`config.mk`:
```
export PLATFORM = sky130hd
export DESIGN_NAME = packet_checksum_verifier_unit
export DESIGN_NICKNAME = d
export VERILOG_FILES = /design/src/design/pcv_pkg.sv /design/src/design/pcv_cfg_regs.sv /design/src/design/pcv_frame_parser.sv /design/src/design/packet_checksum_verifier_unit.sv
export SDC_FILE = /design/constraint.sdc
export NUM_CORES = 1
export LEC_CHECK = 0
export ABC_CLOCK_PERIOD_IN_PS = 4700
export BUFFER_PORTS_ARGS = -buffer_cell sky130_fd_sc_hd__buf_2
export CAP_MARGIN = 20
export CORE_MARGIN = 3
export CORE_UTILIZATION = 48
export DETAILED_ROUTE_END_ITERATION = 16
export PLACE_DENSITY = 0.79
export SYNTH_ARGS = -nofsm -noshare
export SYNTH_HDL_FRONTEND = slang
export SYNTH_HIERARCHICAL = 1
export SYNTH_SLANG_ARGS = --single-unit
```
`constraint.sdc`:
```
create_clock -name clk -period 4.7 [get_ports clk]
set_clock_uncertainty 0.05 [all_clocks]
set_input_delay 0.94 -clock clk [delete_from_list [all_inputs] [get_ports clk]]
set_output_delay 0.94 -clock clk [all_outputs]
set_load 0.01 [all_outputs]
```
`src/design/pcv_pkg.sv`:
```
// Shared types and constants for the packet checksum verifier.
`timescale 1ns / 1ps

package pcv_pkg;

    // Configuration register reset values
    localparam logic [15:0] ADD_OFFSET_RESET = 16'd10000;
    localparam logic [15:0] XOR_MASK_RESET   = 16'h5aa5;

    // Register indexes (word address bit 2)
    localparam logic REG_ADD_OFFSET = 1'b0;
    localparam logic REG_XOR_MASK   = 1'b1;

    localparam int unsigned ADDR_W = 3;
    localparam int unsigned DATA_W = 32;

    // One received frame byte
    typedef struct packed {
        logic [7:0] data_byte;
        logic       first_byte;
    } pcv_in_t;

    // One verification result
    typedef struct packed {
        logic        sum_ok;
        logic [7:0]  payload_length;
        logic [15:0] computed_sum;
        logic [15:0] stored_sum;
    } pcv_out_t;

    // Live configuration seen by the parser
    typedef struct packed {
        logic [15:0] add_offset;
        logic [15:0] xor_mask;
    } pcv_cfg_t;

    // Frame parser phase, one-hot
    typedef enum logic [3:0] {
        PH_IDLE = 4'b0001,
        PH_HIGH = 4'b0010,
        PH_LEN  = 4'b0100,
        PH_DATA = 4'b1000
    } pcv_phase_t;

endpackage

```
`src/design/pcv_cfg_regs.sv`:
```
// APB configuration registers for the packet checksum verifier.
`timescale 1ns / 1ps

module pcv_cfg_regs
(
    input  logic                             clk,
    input  logic                             rst_n,
    input  logic                             psel,
    input  logic                             penable,
    input  logic                             pwrite,
    input  logic [pcv_pkg::ADDR_W-1:0]       paddr,
    input  logic [pcv_pkg::DATA_W-1:0]       pwdata,
    output logic [pcv_pkg::DATA_W-1:0]       prdata,
    output logic                             pready,
    output pcv_pkg::pcv_cfg_t                cfg
);

    logic [15:0] add_offset_reg;
    logic [15:0] xor_mask_reg;
    logic        wr_en;
    logic [15:0] rd_val;

    assign pready = 1'b1;
    assign wr_en  = psel && penable && pwrite && pready;

    always_ff @(posedge clk or negedge rst_n)
    begin
        if (!rst_n)
        begin
            add_offset_reg <= pcv_pkg::ADD_OFFSET_RESET;
            xor_mask_reg   <= pcv_pkg::XOR_MASK_RESET;
        end
        else if (wr_en)
        begin
            unique case (paddr[2])
                pcv_pkg::REG_ADD_OFFSET: add_offset_reg <= pwdata[15:0];
                pcv_pkg::REG_XOR_MASK:   xor_mask_reg   <= pwdata[15:0];
                default:                 ;
            endcase
        end
    end

    always_comb
    begin
        unique case (paddr[2])
            pcv_pkg::REG_ADD_OFFSET: rd_val = add_offset_reg;
            pcv_pkg::REG_XOR_MASK:   rd_val = xor_mask_reg;
            default:                 rd_val = 16'd0;
        endcase
    end

    assign prdata         = {16'd0, rd_val};
    assign cfg.add_offset = add_offset_reg;
    assign cfg.xor_mask   = xor_mask_reg;

endmodule

```
`src/design/pcv_frame_parser.sv`:
```
// Header parser and running checksum for one frame byte per step.
`timescale 1ns / 1ps

module pcv_frame_parser
(
    input  logic               clk,
    input  logic               rst_n,
    input  logic               step,      // consume beat this cycle
    input  pcv_pkg::pcv_in_t   beat,
    input  pcv_pkg::pcv_cfg_t  cfg,
    output logic               emit,      // beat completes a frame
    output pcv_pkg::pcv_out_t  result
);

    pcv_pkg::pcv_phase_t phase_reg, phase_next;
    logic [15:0] header_sum_reg, header_sum_next;
    logic [15:0] running_sum_reg, running_sum_next;
    logic [7:0]  frame_length_reg, frame_length_next;
    logic [7:0]  bytes_left_reg, bytes_left_next;

    logic [14:0] term;
    logic [15:0] sum_add;
    logic [15:0] sum_new;

    // (b << 7) | b, then add and mask
    assign term    = {beat.data_byte, 7'd0} | {7'd0, beat.data_byte};
    assign sum_add = running_sum_reg + {1'b0, term} + cfg.add_offset;
    assign sum_new = sum_add ^ cfg.xor_mask;

    always_comb
    begin
        phase_next        = phase_reg;
        header_sum_next   = header_sum_reg;
        running_sum_next  = running_sum_reg;
        frame_length_next = frame_length_reg;
        bytes_left_next   = bytes_left_reg;
        emit              = 1'b0;

        if (beat.first_byte)
        begin
            header_sum_next = {8'd0, beat.data_byte};
            phase_next      = pcv_pkg::PH_HIGH;
        end
        else
        begin
            unique case (phase_reg)
                pcv_pkg::PH_IDLE: ;
                pcv_pkg::PH_HIGH:
                begin
                    header_sum_next = {beat.data_byte, header_sum_reg[7:0]};
                    phase_next      = pcv_pkg::PH_LEN;
                end
                pcv_pkg::PH_LEN:
                begin
                    frame_length_next = beat.data_byte;
                    bytes_left_next   = beat.data_byte;
                    running_sum_next  = 16'd0;
                    if (beat.data_byte == 8'd0)
                    begin
                        emit       = 1'b1;
                        phase_next = pcv_pkg::PH_IDLE;
                    end
                    else
                    begin
                        phase_next = pcv_pkg::PH_DATA;
                    end
                end
                pcv_pkg::PH_DATA:
                begin
                    running_sum_next = sum_new;
                    bytes_left_next  = bytes_left_reg - 8'd1;
                    if (bytes_left_reg == 8'd1)
                    begin
                        emit       = 1'b1;
                        phase_next = pcv_pkg::PH_IDLE;
                    end
                end
                default: phase_next = pcv_pkg::PH_IDLE;
            endcase
        end
    end

    assign result.sum_ok         = (running_sum_next == header_sum_next);
    assign result.payload_length = frame_length_next;
    assign result.computed_sum   = running_sum_next;
    assign result.stored_sum     = header_sum_next;

    always_ff @(posedge clk or negedge rst_n)
    begin
        if (!rst_n)
        begin
            phase_reg        <= pcv_pkg::PH_IDLE;
            header_sum_reg   <= 16'd0;
            running_sum_reg  <= 16'd0;
            frame_length_reg <= 8'd0;
            bytes_left_reg   <= 8'd0;
        end
        else if (step)
        begin
            phase_reg        <= phase_next;
            header_sum_reg   <= header_sum_next;
            running_sum_reg  <= running_sum_next;
            frame_length_reg <= frame_length_next;
            bytes_left_reg   <= bytes_left_next;
        end
    end

endmodule

```
`src/design/packet_checksum_verifier_unit.sv`:
```
// Top level of the packet checksum verifier: byte input, result output, APB config.
`timescale 1ns / 1ps

// Verifies received radio frames fed one byte per beat. A frame is the
// stored checksum (low byte, then high byte), a length byte, then that many
// payload bytes; first_byte marks the checksum low byte and always restarts
// parsing, dropping any unfinished frame silently. Over the payload a 16-bit
// sum is kept: sum = ((sum + ((b << 7) | b) + add_offset) mod 2^16) ^ xor_mask.
// After the last payload byte, or right after a zero length byte (sum 0), one
// result beat carries the match flag, the length and both checksums. Bytes
// outside a frame produce nothing. Throughput is one byte per clock while
// results are taken: the beat is held in an input register, the parser does
// one add and one xor once the result slot is free or draining and loads the
// result register, which drives result_valid. A stalled result holds the
// input side only once the input register is also full.
// Config registers (APB, byte address 0: add_offset, 4: xor_mask) should be
// written only while no frame is in flight.
module packet_checksum_verifier_unit
(
    input  logic                          clk,
    input  logic                          rst_n,

    input  logic                          byte_valid,
    output logic                          byte_ready,
    input  pcv_pkg::pcv_in_t              byte_data,

    output logic                          result_valid,
    input  logic                          result_ready,
    output pcv_pkg::pcv_out_t             result_data,

    input  logic                          psel,
    input  logic                          penable,
    input  logic                          pwrite,
    input  logic [pcv_pkg::ADDR_W-1:0]    paddr,
    input  logic [pcv_pkg::DATA_W-1:0]    pwdata,
    output logic [pcv_pkg::DATA_W-1:0]    prdata,
    output logic                          pready
);

    pcv_pkg::pcv_cfg_t cfg;

    // input stage
    logic              in_valid_reg;
    pcv_pkg::pcv_in_t  in_data_reg;

    // result stage
    logic              out_valid_reg;
    pcv_pkg::pcv_out_t out_data_reg;

    logic              advance;
    logic              emit;
    pcv_pkg::pcv_out_t result;

    pcv_cfg_regs u_cfg
    (
        .clk     (clk),
        .rst_n   (rst_n),
        .psel    (psel),
        .penable (penable),
        .pwrite  (pwrite),
        .paddr   (paddr),
        .pwdata  (pwdata),
        .prdata  (prdata),
        .pready  (pready),
        .cfg     (cfg)
    );

    // Held beat moves on when the result slot is free or draining now.
    assign advance    = in_valid_reg && (!out_valid_reg || result_ready);
    assign byte_ready = !in_valid_reg || advance;

    pcv_frame_parser u_parser
    (
        .clk    (clk),
        .rst_n  (rst_n),
        .step   (advance),
        .beat   (in_data_reg),
        .cfg    (cfg),
        .emit   (emit),
        .result (result)
    );

    always_ff @(posedge clk or negedge rst_n)
    begin
        if (!rst_n)
        begin
            in_valid_reg <= 1'b0;
        end
        else if (byte_ready)
        begin
            in_valid_reg <= byte_valid;
        end
    end

    always_ff @(posedge clk)
    begin
        if (byte_valid && byte_ready)
        begin
            in_data_reg <= byte_data;
        end
    end

    always_ff @(posedge clk or negedge rst_n)
    begin
        if (!rst_n)
        begin
            out_valid_reg <= 1'b0;
        end
        else if (advance && emit)
        begin
            out_valid_reg <= 1'b1;
        end
        else if (result_ready)
        begin
            out_valid_reg <= 1'b0;
        end
    end

    always_ff @(posedge clk)
    begin
        if (advance && emit)
        begin
            out_data_reg <= result;
        end
    end

    assign result_valid = out_valid_reg;
    assign result_data  = out_data_reg;

endmodule

```
==> flow_metrics.tcl <==
set metrics [dict create \
    status "complete, no violations" \
    antenna_left 0 \
    cts_resized 0 \
    hpwl_um 13160 \
    synth_top_area_share 0.2354 \
    core-area_sq_mm 0.01543 \
    grt_setup_unrepaired "no" \
    grt_pass1_wl_um 28880 \
    avgViaCountPerCell 5.755 \
    fmax_mhz 250.3 \
    grt_max_degree 64 \
    dr.pass1.iters 5 \
    total_power_w 0.004468 \
    p_leak_nw 3.965 \
    wire_per_inst_um 19.04 \
    fin_tns_setup_ns 0 \
    fin_area_sq_mm 0.008909 \
    worstSetupEndpointType "flop" \
    fp.dieW_um 132.3 \
    synthTopCellsByArea "dfrtp_1 24%, edfxtp_1 20%, mux2_2 9.3%" \
    cts_sinks 136 \
    hold_class "reg2reg" \
    place_area_sq_mm 0.008252 \
    routed_wl_um 18240 \
    ys.flop_type "dfrtp_1" \
    postSynthAreaPerCell_sq_um 11.99 \
    gr-total-overflow 0 \
    num-nets-final 817 \
    post_cts_buffers 0 \
    drt-initial-drc-count 513 \
    area_growth_pct 16.42 \
    hold_start "u_parser/header_sum_reg[5]$_DFFE_PN0P_" \
    drcViolationCount 0 \
    holdPathStages 1 \
    startpoint_type "flop" \
    crit_path_start "in_data_reg[1]$_DFFE_PP_" \
    path_class "reg2reg" \
    final.min_clock_period_ns 3.995 \
    ctsHoldBuffers 0 \
    power.density_mw_per_mm2 501.5 \
    ys_async_sr_fraction 0.6324 \
    synth_cell_types 79 \
    die_area_sq_mm 0.01749 \
    gr-usage-all-layers 0.2108 \
    setup_viol 0 \
    critPathRequiredTime_ns 4.92 \
    vdd_ir_drop_max_mv 0.4011 \
    cts_tree "done" \
    path_max_fanout 6 \
    slew_headroom 0.4373 \
    dr_total_vias 5513 \
    worst_pin_slew_ns 0.8441 \
    layout_common_cells "90 x buf_2, 72 x dfrtp_1, 63 x mux2_2" \
    synth_cells 638 \
    clk_pin_slew_worst_paths_ns 0.06 \
    synth_top_area_cell "dfrtp_1" \
    diodes 0 \
    slew_violations 0 \
    arrival_ns 4.22 \
    antenna_found_initial 0 \
    synth-seq-cells 136 \
    io_buffers 91 \
    io_pins 127 \
    fin_crit_sh 0.8500 \
    yosysWarnings 6 \
    syn-cell-area_sq_mm 0.007652 \
    largest_reg_flops 41 \
    die_h_um 132.3 \
    drive_above_1_share 0.3373 \
    r2r-start "in_data_reg[1]$_DFFE_PP_" \
    n_fill_cell 1284 \
    clock_latency_ns 0.42 \
    cts-root-buf "clkbuf_16" \
    h-tree-depth 4 \
    hold_violations 0 \
    clock_path_buffers 2 \
    initial_core_util 0.4960 \
    first_global_vias 5325 \
    rr_worst_depth 11 \
    synth_edf_count 50 \
    final_common_cell "buf_2" \
    seq_area_frac_synth 0.4797 \
    cts_made_buffers 17 \
    rows 45 \
    maxCapViolations 0 \
    gp_congestion 0.9218 \
]
## cell usage after synthesis (7+ instances only)
master	instances
dfrtp_1	72
o21ai_0	36
dfstp_2	14
a22oi_1	9
inv_1	21
buf_4	19
nor2_1	33
nand2_1	34
edfxtp_1	50
a22o_1	9
mux2_2	63
mux2_4	10
nand3_1	15
ha_1	16
xnor2_1	22
a21oi_1	26
mux2i_1	7
clkbuf_1	10
nor4_1	7
buf_6	7
fa_1	16
xor2_1	11
a21o_1	7
nor3_1	14
## cell type report
| cell class | instances | area, sq um | area share |
|---|---|---|---|
| clock buffer | 20 | 457.9 | 0.05140 |
| inverter | 23 | 86.33 | 0.009691 |
| tap | 211 | 264.0 | 0.02963 |
| timing repair buffer | 105 | 563.0 | 0.06320 |
| sequential | 136 | 3671 | 0.4121 |
| multi-input combinational | 451 | 3667 | 0.4117 |
| clock inverter | 12 | 198.9 | 0.02233 |
## cells by family after synthesis
| logic type | after synthesis | synth area share |
|---|---|---|
| xor+xnor | 34 | 0.04071 |
| flops | 136 | 0.4797 |
| other cells | 2 | 0.0009814 |
| compound gates | 127 | 0.1179 |
| simple gates | 160 | 0.1189 |
| mux | 81 | 0.1244 |
| fa+ha+maj | 32 | 0.06802 |
| buf+inv | 66 | 0.04938 |
## per-stage QoR
stage / setup WS (ns) / hold slack (ns) / util / cells
after floorplan: 0.8289 / 0.4203 / - / 653
after global placement: 0.8570 / 0.4344 / 0.5349 / 926
after detailed placement: 0.8241 / 0.4424 / 0.5349 / 926
after CTS: 0.7436 / 0.4551 / 0.5775 / 958
after global routing: 0.4901 / 0.4636 / 0.5775 / 958
final: 0.7050 / 0.4493 / 0.5775 / 958
## report_power, final
group / internal, W / switching (W) / leakage [nW]
clock network: 0.000972 / 0.000503 / 0.319
logic: 0.000639 / 0.000762 / 2.13
registers: 0.00143 / 0.000163 / 1.51
total: 0.00304 / 0.00143 / 3.96
## final timing paths
kind	slack [ns]	endpoint
hold / removal	0.45	u_parser/header_sum_reg[5]$_DFFE_PN0P_
setup / recovery	0.70	result_data[40]$_DFFE_PP_
setup reg to reg	0.70	result_data[40]$_DFFE_PP_
max in group asynchronous	3.12	u_cfg/add_offset_reg[8]$_DFFE_PN1P_
hold reg to reg	0.45	u_parser/header_sum_reg[5]$_DFFE_PN0P_
min in group asynchronous	0.58	u_parser/frame_length_reg[2]$_DFFE_PN0P_
## critical path, cell delays in order, from the launching register on
cell and delay (ns):
edfxtp_1 0.51, or2_2 0.38, fa_1 0.44, ha_1 0.40, a21o_1 0.21, a31oi_1 0.32, nor4bb_1 0.47, nor3_1 0.14
o31a_1 0.34, xnor2_1 0.13, or3_1 0.37, nor3_2 0.10
## routing by layer
metal | up-vias | share of wire | track usage
met5 | - | 0 | 0
met4 | 0 | 0.019 | 0.06467
met3 | 26 | 0.085 | 0.05038
met2 | 269 | 0.48 | 0.3475
met1 | 2725 | 0.41 | 0.2782
li1 | 2493 | - | -
(Power assumes the default switching activity.)
